`src/design/smmv_pkg.sv`:
```
// ----------------------------------------------------------------------------
// Statistics unit package
// Shared output widths and the state type of the finishing sequencer.
// ----------------------------------------------------------------------------
package smmv_pkg;

    // Fixed widths of the result fields.
    localparam int OUT_SAMPLE_W = 16;
    localparam int VAR_W        = 32;
    localparam int COUNT_OUT_W  = 21;

    // Finishing sequencer steps.
    typedef enum logic [3:0] {
        BK_IDLE,
        BK_DIV_MEAN,
        BK_DIV_MSQ,
        BK_SQRT,
        BK_MUL_NSQ,
        BK_MUL_SS,
        BK_SUB,
        BK_MUL_DEN,
        BK_DIV_VAR,
        BK_DONE
    } back_state_t;

endpackage

```
`src/design/stream_min_max_mean_var_rms_unit.sv`:
```
// Each result beat follows its marked beat through the squaring stage, the run
// queue and the bit-serial divider, square root and multiplier of the back end.
// Input takes one sample beat per cycle unless a finished run finds the queue
// full; the back end works on one run at a time until its result beat is taken,
// and the two-entry run queue absorbs runs meanwhile.
// Asynchronous active-low reset clears the front-end accumulators, the queue and the sequencer.
// ----------------------------------------------------------------------------
// Streaming statistics unit
// Running minimum, maximum, mean, sample variance and RMS over marked runs.
// ----------------------------------------------------------------------------
module stream_min_max_mean_var_rms_unit #(
    parameter int MAX_SAMPLES = 1048576,
    parameter int SAMPLE_BITS = 16
) (
    input  logic                                clk,
    input  logic                                rst_n,
    input  logic                                in_valid,
    output logic                                in_stall,
    input  logic [SAMPLE_BITS-1:0]              sample,
    input  logic                                last,
    output logic                                out_valid,
    input  logic                                out_stall,
    output logic [smmv_pkg::OUT_SAMPLE_W-1:0]   minimum,
    output logic [smmv_pkg::OUT_SAMPLE_W-1:0]   maximum,
    output logic [smmv_pkg::OUT_SAMPLE_W-1:0]   mean,
    output logic [smmv_pkg::VAR_W-1:0]          variance,
    output logic [smmv_pkg::OUT_SAMPLE_W-1:0]   rms,
    output logic [smmv_pkg::COUNT_OUT_W-1:0]    sample_count,
    output logic                                variance_valid,
    output logic                                overflowed
);

    import smmv_pkg::*;

    localparam int SB   = SAMPLE_BITS;
    localparam int CW   = $clog2(MAX_SAMPLES + 1);
    localparam int SUMW = SB + CW;
    localparam int SQW  = 2 * SB + CW;
    localparam int RECW = 2 * SB + CW + SUMW + SQW + 1;

    logic              push, q_full, pop, q_not_empty;
    logic [SB-1:0]     f_min, f_max, b_min, b_max;
    logic [CW-1:0]     f_count, b_count;
    logic [SUMW-1:0]   f_sum, b_sum;
    logic [SQW-1:0]    f_sumsq, b_sumsq;
    logic              f_ovf, b_ovf;
    logic [RECW-1:0]   q_din, q_dout;

    // Front end: accumulation.
    smmv_front #(
        .SB   (SB),
        .MAXS (MAX_SAMPLES),
        .CW   (CW)
    ) u_front (
        .clk       (clk),
        .rst_n     (rst_n),
        .sample    (sample),
        .last      (last),
        .in_valid  (in_valid),
        .in_stall  (in_stall),
        .q_full    (q_full),
        .push      (push),
        .rec_min   (f_min),
        .rec_max   (f_max),
        .rec_count (f_count),
        .rec_sum   (f_sum),
        .rec_sumsq (f_sumsq),
        .rec_ovf   (f_ovf)
    );

    // Run queue between the two halves.
    assign q_din = {f_min, f_max, f_count, f_sum, f_sumsq, f_ovf};
    assign {b_min, b_max, b_count, b_sum, b_sumsq, b_ovf} = q_dout;

    smmv_queue #(
        .W (RECW)
    ) u_queue (
        .clk       (clk),
        .rst_n     (rst_n),
        .push      (push),
        .din       (q_din),
        .full      (q_full),
        .pop       (pop),
        .dout      (q_dout),
        .not_empty (q_not_empty)
    );

    // Back end: final arithmetic and result beat.
    smmv_back #(
        .SB (SB),
        .CW (CW)
    ) u_back (
        .clk            (clk),
        .rst_n          (rst_n),
        .q_not_empty    (q_not_empty),
        .pop            (pop),
        .rec_min        (b_min),
        .rec_max        (b_max),
        .rec_count      (b_count),
        .rec_sum        (b_sum),
        .rec_sumsq      (b_sumsq),
        .rec_ovf        (b_ovf),
        .out_valid      (out_valid),
        .out_stall      (out_stall),
        .minimum        (minimum),
        .maximum        (maximum),
        .mean           (mean),
        .variance       (variance),
        .rms            (rms),
        .sample_count   (sample_count),
        .variance_valid (variance_valid),
        .overflowed     (overflowed)
    );

endmodule

```
`src/design/smmv_front.sv`:
```
// ----------------------------------------------------------------------------
// Statistics unit front end
// Takes one sample per cycle unless stalled, squares it, and folds it into
// the running minimum, maximum, count, sum and sum of squares of the current run.
// ----------------------------------------------------------------------------
module smmv_front #(
    parameter int SB   = 16,
    parameter int MAXS = 1048576,
    parameter int CW   = 21
) (
    input  logic                   clk,
    input  logic                   rst_n,
    input  logic [SB-1:0]          sample,
    input  logic                   last,
    input  logic                   in_valid,
    output logic                   in_stall,
    input  logic                   q_full,
    output logic                   push,
    output logic [SB-1:0]          rec_min,
    output logic [SB-1:0]          rec_max,
    output logic [CW-1:0]          rec_count,
    output logic [SB+CW-1:0]       rec_sum,
    output logic [2*SB+CW-1:0]     rec_sumsq,
    output logic                   rec_ovf
);

    localparam int SUMW = SB + CW;
    localparam int SQW  = 2 * SB + CW;

    logic              s1_valid_reg;
    logic [SB-1:0]     s1_sample_reg;
    logic [2*SB-1:0]   s1_sq_reg;
    logic              s1_last_reg;

    logic [SB-1:0]     min_reg, min_next;
    logic [SB-1:0]     max_reg, max_next;
    logic [CW-1:0]     count_reg, count_next;
    logic [SUMW-1:0]   sum_reg, sum_next;
    logic [SQW-1:0]    sumsq_reg, sumsq_next;
    logic              ovf_reg, ovf_next;

    logic              s1_go;
    logic              has_room;

    // The squaring stage holds only when a finished run cannot enter the queue.
    assign in_stall = s1_valid_reg & s1_last_reg & q_full;
    assign s1_go    = s1_valid_reg & ~in_stall;
    assign has_room = count_reg < CW'(MAXS);

    // Squaring stage.
    always_ff @(posedge clk or negedge rst_n)
    begin
        if (!rst_n)
        begin
            s1_valid_reg <= 1'b0;
        end
        else if (!in_stall)
        begin
            s1_valid_reg <= in_valid;
        end
    end

    always_ff @(posedge clk)
    begin
        if (!in_stall && in_valid)
        begin
            s1_sample_reg <= sample;
            s1_sq_reg     <= (2*SB)'(sample) * (2*SB)'(sample);
            s1_last_reg   <= last;
        end
    end

    // Accumulator update; samples beyond capacity only raise the flag.
    always_comb
    begin
        min_next   = min_reg;
        max_next   = max_reg;
        count_next = count_reg;
        sum_next   = sum_reg;
        sumsq_next = sumsq_reg;
        ovf_next   = ovf_reg;
        if (has_room)
        begin
            if (s1_sample_reg < min_reg)
            begin
                min_next = s1_sample_reg;
            end
            if (s1_sample_reg > max_reg)
            begin
                max_next = s1_sample_reg;
            end
            count_next = count_reg + 1'b1;
            sum_next   = sum_reg + SUMW'(s1_sample_reg);
            sumsq_next = sumsq_reg + SQW'(s1_sq_reg);
        end
        else
        begin
            ovf_next = 1'b1;
        end
    end

    // A finished run leaves as one queue entry.
    assign push      = s1_go & s1_last_reg;
    assign rec_min   = min_next;
    assign rec_max   = max_next;
    assign rec_count = count_next;
    assign rec_sum   = sum_next;
    assign rec_sumsq = sumsq_next;
    assign rec_ovf   = ovf_next;

    // Accumulators clear after the marked beat.
    always_ff @(posedge clk or negedge rst_n)
    begin
        if (!rst_n)
        begin
            min_reg   <= '1;
            max_reg   <= '0;
            count_reg <= '0;
            sum_reg   <= '0;
            sumsq_reg <= '0;
            ovf_reg   <= 1'b0;
        end
        else if (s1_go)
        begin
            if (s1_last_reg)
            begin
                min_reg   <= '1;
                max_reg   <= '0;
                count_reg <= '0;
                sum_reg   <= '0;
                sumsq_reg <= '0;
                ovf_reg   <= 1'b0;
            end
            else
            begin
                min_reg   <= min_next;
                max_reg   <= max_next;
                count_reg <= count_next;
                sum_reg   <= sum_next;
                sumsq_reg <= sumsq_next;
                ovf_reg   <= ovf_next;
            end
        end
    end

endmodule

```
`src/design/smmv_queue.sv`:
```
// ----------------------------------------------------------------------------
// Statistics unit run queue
// Two-entry queue of finished run totals between front and back end.
// ----------------------------------------------------------------------------
module smmv_queue #(
    parameter int W = 8
) (
    input  logic         clk,
    input  logic         rst_n,
    input  logic         push,
    input  logic [W-1:0] din,
    output logic         full,
    input  logic         pop,
    output logic [W-1:0] dout,
    output logic         not_empty
);

    logic [W-1:0] entry_reg [2];
    logic         wr_ptr_reg;
    logic         rd_ptr_reg;
    logic [1:0]   fill_reg;

    assign full      = fill_reg == 2'd2;
    assign not_empty = fill_reg != 2'd0;
    assign dout      = entry_reg[rd_ptr_reg];

    // Pointer and fill bookkeeping.
    always_ff @(posedge clk or negedge rst_n)
    begin
        if (!rst_n)
        begin
            wr_ptr_reg <= 1'b0;
            rd_ptr_reg <= 1'b0;
            fill_reg   <= 2'd0;
        end
        else
        begin
            if (push)
            begin
                wr_ptr_reg <= ~wr_ptr_reg;
            end
            if (pop)
            begin
                rd_ptr_reg <= ~rd_ptr_reg;
            end
            if (push && !pop)
            begin
                fill_reg <= fill_reg + 2'd1;
            end
            else if (pop && !push)
            begin
                fill_reg <= fill_reg - 2'd1;
            end
        end
    end

    // Entry storage.
    always_ff @(posedge clk)
    begin
        if (push)
        begin
            entry_reg[wr_ptr_reg] <= din;
        end
    end

endmodule

```
`src/design/smmv_back.sv`:
```
// ----------------------------------------------------------------------------
// Statistics unit back end
// Bit-serial sequencer that turns run totals into mean, RMS and sample
// variance with one shift-add multiplier, one restoring divider and one
// restoring square root, then holds the result beat.
// ----------------------------------------------------------------------------
module smmv_back #(
    parameter int SB = 16,
    parameter int CW = 21
) (
    input  logic                                clk,
    input  logic                                rst_n,
    input  logic                                q_not_empty,
    output logic                                pop,
    input  logic [SB-1:0]                       rec_min,
    input  logic [SB-1:0]                       rec_max,
    input  logic [CW-1:0]                       rec_count,
    input  logic [SB+CW-1:0]                    rec_sum,
    input  logic [2*SB+CW-1:0]                  rec_sumsq,
    input  logic                                rec_ovf,
    output logic                                out_valid,
    input  logic                                out_stall,
    output logic [smmv_pkg::OUT_SAMPLE_W-1:0]   minimum,
    output logic [smmv_pkg::OUT_SAMPLE_W-1:0]   maximum,
    output logic [smmv_pkg::OUT_SAMPLE_W-1:0]   mean,
    output logic [smmv_pkg::VAR_W-1:0]          variance,
    output logic [smmv_pkg::OUT_SAMPLE_W-1:0]   rms,
    output logic [smmv_pkg::COUNT_OUT_W-1:0]    sample_count,
    output logic                                variance_valid,
    output logic                                overflowed
);

    import smmv_pkg::*;

    localparam int SUMW    = SB + CW;
    localparam int SQW     = 2 * SB + CW;
    localparam int NW      = 2 * SB + 2 * CW;
    localparam int DW      = 2 * CW;
    localparam int CNTW    = $clog2(NW + 1);
    localparam int SH_MEAN = NW - SUMW;
    localparam int SH_MSQ  = NW - SQW;
    localparam int QW      = (NW > VAR_W) ? NW : VAR_W + 1;

    back_state_t state_reg, state_next;

    logic [SB-1:0]     min_reg, max_reg;
    logic [CW-1:0]     n_reg;
    logic [SUMW-1:0]   sum_reg;
    logic [SQW-1:0]    sumsq_reg;
    logic              ovf_reg;

    logic [NW-1:0]     acc_reg, cand_reg, prod_reg;
    logic [SUMW-1:0]   plier_reg;
    logic [CNTW-1:0]   cnt_reg;
    logic [DW-1:0]     den_reg, rem_reg;
    logic [NW-1:0]     src_reg, quot_reg;
    logic [SB-1:0]     mean_reg, root_reg;
    logic [2*SB-1:0]   msq_reg;
    logic [SB+1:0]     srem_reg;
    logic [VAR_W-1:0]  var_reg;

    logic              last_step;
    logic [NW-1:0]     acc_step;
    logic [DW:0]       div_trial;
    logic              div_ge;
    logic [DW-1:0]     rem_step;
    logic [NW-1:0]     quot_step;
    logic [SB+3:0]     sq_shift;
    logic [SB+3:0]     sq_trial;
    logic              sq_ge;
    logic [SB+1:0]     srem_step;
    logic [SB-1:0]     root_step;
    logic [QW-1:0]     quot_wide;
    logic [VAR_W-1:0]  var_sat;
    logic              n_ge2;

    assign last_step = cnt_reg == CNTW'(1);

    // Shift-add multiplier step.
    assign acc_step = acc_reg + (plier_reg[0] ? cand_reg : '0);

    // Restoring divider step: one quotient bit per cycle.
    assign div_trial = {rem_reg, src_reg[NW-1]};
    assign div_ge    = div_trial >= {1'b0, den_reg};
    assign rem_step  = div_ge ? DW'(div_trial - {1'b0, den_reg}) : DW'(div_trial);
    assign quot_step = {quot_reg[NW-2:0], div_ge};

    // Restoring square root step: one root bit per cycle.
    assign sq_shift  = {srem_reg, msq_reg[2*SB-1:2*SB-2]};
    assign sq_trial  = (SB+4)'({root_reg, 2'b01});
    assign sq_ge     = sq_shift >= sq_trial;
    assign srem_step = sq_ge ? (SB+2)'(sq_shift - sq_trial) : (SB+2)'(sq_shift);
    assign root_step = {root_reg[SB-2:0], sq_ge};

    // Variance saturates to the field width.
    assign quot_wide = QW'(quot_step);
    assign var_sat   = (|quot_wide[QW-1:VAR_W]) ? '1 : quot_wide[VAR_W-1:0];

    // Next state and handshake.
    always_comb
    begin
        state_next = state_reg;
        pop        = 1'b0;
        out_valid  = 1'b0;
        case (state_reg)
            BK_IDLE:
            begin
                if (q_not_empty)
                begin
                    pop        = 1'b1;
                    state_next = BK_DIV_MEAN;
                end
            end
            BK_DIV_MEAN: if (last_step) state_next = BK_DIV_MSQ;
            BK_DIV_MSQ:  if (last_step) state_next = BK_SQRT;
            BK_SQRT:     if (last_step) state_next = BK_MUL_NSQ;
            BK_MUL_NSQ:  if (last_step) state_next = BK_MUL_SS;
            BK_MUL_SS:   if (last_step) state_next = BK_SUB;
            BK_SUB:      state_next = BK_MUL_DEN;
            BK_MUL_DEN:  if (last_step) state_next = BK_DIV_VAR;
            BK_DIV_VAR:  if (last_step) state_next = BK_DONE;
            BK_DONE:
            begin
                out_valid = 1'b1;
                if (!out_stall)
                begin
                    state_next = BK_IDLE;
                end
            end
            default:     state_next = BK_IDLE;
        endcase
    end

    // State register.
    always_ff @(posedge clk or negedge rst_n)
    begin
        if (!rst_n)
        begin
            state_reg <= BK_IDLE;
        end
        else
        begin
            state_reg <= state_next;
        end
    end

    // Datapath: each step runs its unit and sets up the next one on its last cycle.
    always_ff @(posedge clk)
    begin
        case (state_reg)
            BK_IDLE:
            begin
                if (q_not_empty)
                begin
                    min_reg   <= rec_min;
                    max_reg   <= rec_max;
                    n_reg     <= rec_count;
                    sum_reg   <= rec_sum;
                    sumsq_reg <= rec_sumsq;
                    ovf_reg   <= rec_ovf;
                    den_reg   <= DW'(rec_count);
                    src_reg   <= NW'(rec_sum) << SH_MEAN;
                    rem_reg   <= '0;
                    quot_reg  <= '0;
                    cnt_reg   <= CNTW'(SUMW);
                end
            end
            BK_DIV_MEAN, BK_DIV_MSQ, BK_DIV_VAR:
            begin
                src_reg  <= src_reg << 1;
                rem_reg  <= rem_step;
                quot_reg <= quot_step;
                cnt_reg  <= cnt_reg - 1'b1;
                if (last_step)
                begin
                    if (state_reg == BK_DIV_MEAN)
                    begin
                        mean_reg <= SB'(quot_step);
                        src_reg  <= NW'(sumsq_reg) << SH_MSQ;
                        rem_reg  <= '0;
                        quot_reg <= '0;
                        cnt_reg  <= CNTW'(SQW);
                    end
                    else if (state_reg == BK_DIV_MSQ)
                    begin
                        msq_reg  <= (2*SB)'(quot_step);
                        srem_reg <= '0;
                        root_reg <= '0;
                        cnt_reg  <= CNTW'(SB);
                    end
                    else
                    begin
                        var_reg <= var_sat;
                    end
                end
            end
            BK_SQRT:
            begin
                srem_reg <= srem_step;
                root_reg <= root_step;
                msq_reg  <= msq_reg << 2;
                cnt_reg  <= cnt_reg - 1'b1;
                if (last_step)
                begin
                    acc_reg   <= '0;
                    cand_reg  <= NW'(sumsq_reg);
                    plier_reg <= SUMW'(n_reg);
                    cnt_reg   <= CNTW'(CW);
                end
            end
            BK_MUL_NSQ, BK_MUL_SS, BK_MUL_DEN:
            begin
                acc_reg   <= acc_step;
                cand_reg  <= cand_reg << 1;
                plier_reg <= plier_reg >> 1;
                cnt_reg   <= cnt_reg - 1'b1;
                if (last_step)
                begin
                    if (state_reg == BK_MUL_NSQ)
                    begin
                        prod_reg  <= acc_step;
                        acc_reg   <= '0;
                        cand_reg  <= NW'(sum_reg);
                        plier_reg <= sum_reg;
                        cnt_reg   <= CNTW'(SUMW);
                    end
                    else if (state_reg == BK_MUL_DEN)
                    begin
                        den_reg  <= DW'(acc_step);
                        src_reg  <= prod_reg;
                        rem_reg  <= '0;
                        quot_reg <= '0;
                        cnt_reg  <= CNTW'(NW);
                    end
                end
            end
            BK_SUB:
            begin
                // Numerator n*sumsq - sum*sum, then set up n*(n-1).
                prod_reg  <= prod_reg - acc_reg;
                acc_reg   <= '0;
                cand_reg  <= NW'(n_reg);
                plier_reg <= SUMW'(n_reg - 1'b1);
                cnt_reg   <= CNTW'(CW);
            end
            default:
            begin
            end
        endcase
    end

    // Result beat.
    assign n_ge2          = n_reg >= CW'(2);
    assign minimum        = OUT_SAMPLE_W'(min_reg);
    assign maximum        = OUT_SAMPLE_W'(max_reg);
    assign mean           = OUT_SAMPLE_W'(mean_reg);
    assign rms            = OUT_SAMPLE_W'(root_reg);
    assign variance       = n_ge2 ? var_reg : '0;
    assign sample_count   = COUNT_OUT_W'(n_reg);
    assign variance_valid = n_ge2;
    assign overflowed     = ovf_reg;

endmodule

```
`config.mk`:
```
export PLATFORM = sky130hd
export DESIGN_NAME = stream_min_max_mean_var_rms_unit
export DESIGN_NICKNAME = d
export VERILOG_FILES = /design/src/design/smmv_pkg.sv /design/src/design/stream_min_max_mean_var_rms_unit.sv /design/src/design/smmv_front.sv /design/src/design/smmv_queue.sv /design/src/design/smmv_back.sv
export SDC_FILE = /design/constraint.sdc
export NUM_CORES = 2
export LEC_CHECK = 0
export BUFFER_PORTS_ARGS = -buffer_cell sky130_fd_sc_hd__buf_2
export CAP_MARGIN = 20
export CORE_MARGIN = 5
export CORE_UTILIZATION = 53
export CTS_CLUSTER_DIAMETER = 30
export DETAILED_ROUTE_END_ITERATION = 6
export GPL_TIMING_DRIVEN = 0
export HOLD_SLACK_MARGIN = 0.08
export PLACE_DENSITY = 0.69
export SYNTH_ARGS = -nofsm -noshare
export SYNTH_HDL_FRONTEND = slang
export SYNTH_SLANG_ARGS = --single-unit
```
`constraint.sdc`:
```
create_clock -name clk -period 21.3 [get_ports clk]
set_input_delay 1.065 -clock clk [delete_from_list [all_inputs] [get_ports clk]]
set_output_delay 1.065 -clock clk [all_outputs]
set_load 0.01 [all_outputs]
```
## After elaboration in Yosys (flattened, before gate mapping)

Memories as Yosys holds them, arrays and structs flattened.
Cells that the tools add are included.

| storage, ports and cells | value |
|---|---|
| memory bits (writable) | 288 |
| word-level logic and storage cells | 214 |
| output and inout bits | 121 |
| input bits | 21 |
| memories kept | 1 |
| register bits after elaboration | 957 |

Memory list:

| memory | words | bits a word | rd ports | clocked after Yosys merged registers in | wr ports | RTL line | text |
|---|---|---|---|---|---|---|---|
| u_queue.entry_reg | 2 | 144 | 1 | 0 | 1 | smmv_queue.sv:18 | `logic [W-1:0] entry_reg [2];` |

| operators by class | value |
|---|---|
| reduce and logical (&&, ||, !) cells | 28 |
| equal/unequal tests | 27 |
| $add $sub $neg | 11 |
| bitwise logic cells | 9 |
| $mul | 1 |
| $lt $le $gt $ge | 6 |
| muxes and demuxes | 97 |

Operators by type and width:

| kind | number |
|---|---|
| 74-bit 2-to-1 mux | 15 |
| 74-bit one-hot mux with 3 select lines | 3 |
| 42-bit 2-to-1 mux | 11 |
| 73-bit 2-to-1 mux | 6 |
| 73-bit one-hot mux with 3 select lines | 1 |
| 37-bit 2-to-1 mux | 5 |
| 74-bit one-hot mux with 2 select lines | 1 |
| 16-bit 2-to-1 mux | 9 |
| 32-bit 2-to-1 mux | 4 |
| 42-bit one-hot mux with 3 select lines | 1 |
| 37-bit one-hot mux with 3 select lines | 1 |
| 53-bit 2-to-1 mux | 2 |
| 42-bit one-hot mux with 2 select lines | 1 |
| 74-bit adder | 1 |
| 74-bit subtractor | 1 |
| 18-bit 2-to-1 mux | 4 |
| 32-bit one-hot mux with 2 select lines | 1 |
| 7-bit 2-to-1 mux | 8 |
| 53-bit by 32-bit adder with 53-bit output | 1 |
| 43-bit by 42-bit >= comparator with 1-bit output | 1 |
| 21-bit 2-to-1 mux | 2 |
| 42-bit OR reduction | 1 |
| 42-bit subtractor | 1 |
| 4-bit one-hot mux with 10 select lines | 1 |
| 41 further kinds | 97 |

## Depth between registers and ports, before layout

| depth | value |
|---|---|
| depth in word-level cells | 9 |
| mapped depth | 28 |

## By module

Synthesis repeated with hierarchy kept, for this count alone.

| second synthesis, totals | value |
|---|---|
| cell total of the unflattened synthesis | 6950 |
| area, all modules | 74283.7 um^2 |

Modules (own cells, without submodules):

| module | times used | area an instance (um^2) | cells each |
|---|---|---|---|
| smmv_back | 1 | 43570.5 | 4264 |
| smmv_front | 1 | 19942.9 | 2222 |
| smmv_queue | 1 | 10770.3 | 464 |

## Least setup slack after synthesis

Ideal clock, no wire load.

| timing path | value |
|---|---|
| path type | reg-to-reg |
| from | register u_back.cnt_reg[2] |
| to | register u_back.quot_reg[0] (enable) |
| period minus slack after synthesis | 15.791 ns |
| cell stages (with the launch flop) | 8 |
| setup slack | 5.509 ns |
| required time | 20.301 ns |
| arrival time | 14.792 ns |
| setup time | 0.999 ns |
| cells stage by stage | edfxtp_1 -> nor4_1 -> and3b_1 -> clkbuf_1 -> nand3_1 -> nand3b_1 -> o21ai_0 -> o21ai_0 |

| between the ends | value |
|---|---|
| cells in the longest elaborated chain, start to end | 3 |

RTL lines:

| what | RTL line | text |
|---|---|---|
| from (decl) | smmv_back.sv:54 | `logic [CNTW-1:0] cnt_reg;` |
| from (signal assigned) | smmv_back.sv:165 | `cnt_reg <= CNTW'(SUMW);` |
| from (signal assigned) | smmv_back.sv:173 | `cnt_reg <= cnt_reg - 1'b1;` |
| from (signal assigned) | smmv_back.sv:182 | `cnt_reg <= CNTW'(SQW);` |
| 7-bit by 1-bit equality test with 1-bit output | smmv_back.sv:77 | `assign last_step = cnt_reg == CNTW'(1);` |
| 2-bit by 1-bit inequality test with 1-bit output (no line) | n/a |  |
| 5-bit AND reduction (no line) | n/a |  |
| to (signal assigned) | smmv_back.sv:172 | `quot_reg <= quot_step;` |
| to (decl) | smmv_back.sv:56 | `logic [NW-1:0] src_reg, quot_reg;` |

Every way passes these cells.
A chain may end at the register's enable or synchronous reset.

## Worst setup path after layout

| timing path | value |
|---|---|
| from | input sample[4] |
| to | register u_front.s1_sq_reg[28] (data pin) |

| between the ends | value |
|---|---|
| cells in the longest elaborated chain, start to end | 1 |

RTL lines:

| what | RTL line | text |
|---|---|---|
| from (decl) | stream_min_max_mean_var_rms_unit.sv:19 | `input logic [SAMPLE_BITS-1:0] sample,` |
| 16-bit by 16-bit multiplier with 32-bit output | smmv_front.sv:68 | `s1_sq_reg <= (2*SB)'(sample) * (2*SB)'(sample);` |
| to (signal assigned) | smmv_front.sv:68 |  |
| to (decl) | smmv_front.sv:32 | `logic [2*SB-1:0] s1_sq_reg;` |

Every way passes these cells.

==> flow_summary.toml <==
[floorplan]
die-height_microns = 382
core_area_sq_um = 137000
die_w_microns = 382
start_util = 0.533
rows = 136
die_area_sq_um = 146000
io_pins = 142

[critical_path]
cpPeakStageDelay_ps = 580
cp.required_ps = 21940
crit_type = "in2reg"
crit_slowest_cell = "fa_1"
arrival_ps = 8210
cp_top_family = "adder cells"
end_kind = "flip-flop"
path_buf_inv = 6
cpMostUsedCell = "fa_1"
cp_max_fo = 10
timing.critical_path.from_type = "input port"

[placed_design]
place_congestion = 1.05
io_buffers = 141
placed_cell_area_sq_um = 77200
dpl.hpwl_microns = 166000
dpl.cell_count = 8793

[routing]
postRouteAntennaNets = 0
vias = 55900
wl_per_cell_microns = 23.7
drt_iter0_drc = 5467
wl_microns = 221000
first_pass_iters = 7
vias_per_cell = 6.00
drc = 0

[synthesis]
synth_area_leaders = "edfxtp_1 (45%), ha_1 (6.7%), dfrtp_1 (4.7%)"
syn_area_per_cell_sq_um = 10.8
ys_seq_area_frac = 0.499
synth_largest_area_cell = "edfxtp_1"
yosys-top-cells-count = "edfxtp_1 (1090), nand2_1 (699), inv_1 (523)"
synth_top_area_frac = 0.446
yosysWarningCount = 0
syn_area_sq_um = 73300
yosysMostFrequentCell = "edfxtp_1"
syn_inst = 6810
ys_ff_latch = 1243
yosys.cell_types.count = 93
syn_nets = 7390
synth_edf_count = 1090
ys.flop_type = "edfxtp_1"
async_reset_ff_frac = 0.123

[layout]
largest_reg_flops = 288
areaGrowthSynthToFinish_pct = 19.0
num-nets-final = 7877
final_area_sq_um = 87200
fin_util = 0.635
drive_gt1_frac = 0.125
fin_cells = 9312

[cts]
tritoncts = "yes"
cts.path.max_buffers = 4
cts_setup_buffers = 0
h-tree-depth = 5
clkLatencyLatePin_ps = 940
root_buffer = "clkbuf_16"
clock_sinks = 1243
clk_pin_slew_ps = 40
cts_buffers = 294

[global_route]
grt_max_degree = 105
grt_pass1_vias = 55400
antenna_found_initial = 15
grt_pass1_wl_microns = 331000
overflow = 0
grt_usage = 0.297

[pwr]
power_leakage_nw = 36.9
clkPwrFrac = 0.449
internal_power_mw = 7.17
swShare = 0.295
ir_worst_vdd_mv = 0.104
combPwrFrac = 0.241
seq_power_share = 0.310
power_density_nw_per_um2 = 117
p_switching_mw = 3.00
total_power_mw = 10.2

[sta]
slew_violations = 0
timing.fmax_mhz = 132
finalHoldViolations = 0
tightest_slew_ps = 1220
relSlewSlack = 0.189
setup_viol = 0
finClkSkew_ps = 81.4
fin_tns_setup_ps = 0
period_minus_slack_ps = 7570
rsz0062_at_grt = "no"
fin_crit_sh = 0.356

[status]
status = "finished clean"

[flow_run]
drv_cap = 0

[worst_hold_path]
hold_class = "in2reg"
-- power groups by stage --
stage               registers [mW]  logic, mW  clock network, mW
detailed placement            3.19       2.43                  0
global placement              3.21       2.35                  0
CTS                           3.15       2.46               4.61
floorplan                     3.16       1.84                  0
finish                        3.15       2.45               4.56
global route                  3.17       2.76               4.75
-- cell type report --
cell class,instances,area (sq um)
Buffer,336,1280
Timing Repair Buffer,191,1560
Multi-Input combinational cell,4706,33600
Inverter,525,1980
Clock inverter,188,2330
Fill cell,10800,50200
Tap cell,1794,2240
Clock buffer,328,7690
Sequential cell,1243,36600
Antenna cell,1,2.50
-- cell families (layout without fill, tap and decap cells) --
kind of cell	Yosys count	after routing	synth area share
compound gates	1463	1463	0.129
xor+xnor	339	339	0.0405
fa+ha+maj	559	559	0.113
buf+inv	861	1568	0.0443
flops	1243	1243	0.499
mux	246	246	0.0368
other cells	0	1	0
simple gates	2099	2099	0.138
-- cells in the final DEF (no fill, tap or decap), drive strengths merged, types with 59 or more instances in the layout --
master     n
nand2b    77
and3     154
o21ai    377
dfrtp    137
a21o     192
o21bai    62
nand2    699
xor2     140
inv      559
clkinv    83
and2     177
clkbuf   634
ha       391
nor3      63
mux2     187
nand4    123
xnor2    199
nor2b     85
a22o      75
nand3    168
edfxtp  1090
nor2     444
buf      220
a21oi    398
mux2i     59
fa       168
-- final timing paths --
kind | from | endpoint | slack (ps) | cells after the start
worst max-delay path | sample[4] | u_front.s1_sq_reg[28] | 13730 | 25
worst max register to register | u_back.plier_reg[0] | u_back.den_reg[38] | 14820 | 14
worst min-delay path | last | u_front.s1_last_reg | 350 | 1
worst min register to register | u_back.msq_reg[7] | u_back.msq_reg[9] | 500 | 2
min in group asynchronous | rst_n | u_front.sumsq_reg[45] | 660 | 2
max in group asynchronous | rst_n | u_front.sumsq_reg[10] | 19580 | 3
-- routing by layer --
| layer | global-route usage | vias up | wire (microns) |
|---|---|---|---|
| met5 | 0 | - | 27 |
| met4 | 0.155 | 4 | 13100 |
| met3 | 0.0693 | 656 | 19600 |
| met2 | 0.469 | 2510 | 100000 |
| met1 | 0.383 | 27200 | 88000 |
| li1 | - | 25500 | - |
-- per-stage QoR --
stage	hold WS, ps	worst slack, ps
floorplan	447	5510
global placement	475	-1920
detailed placement	491	12820
CTS	311	13770
global route	323	13350
finish	355	13730
-- repair_timing --
action,CTS,global route
endpoints found under the hold margin,36,0
gates resized for setup,0,0
hold buffers,1,0
-- worst register-to-register path, cell delays in order, from the launching register on --
cell      delay [ps]
edfxtp_1         470
clkbuf_1         490
clkbuf_1         440
and2_1           250
ha_1             230
fa_1             450
a211oi_1         360
o21ai_0          220
a22oi_1          450
o21ai_0          340
a31oi_1          770
o21ai_0          450
a21boi_0         470
xor2_1           540
nor2_1           260
(Power assumes the default switching activity.)
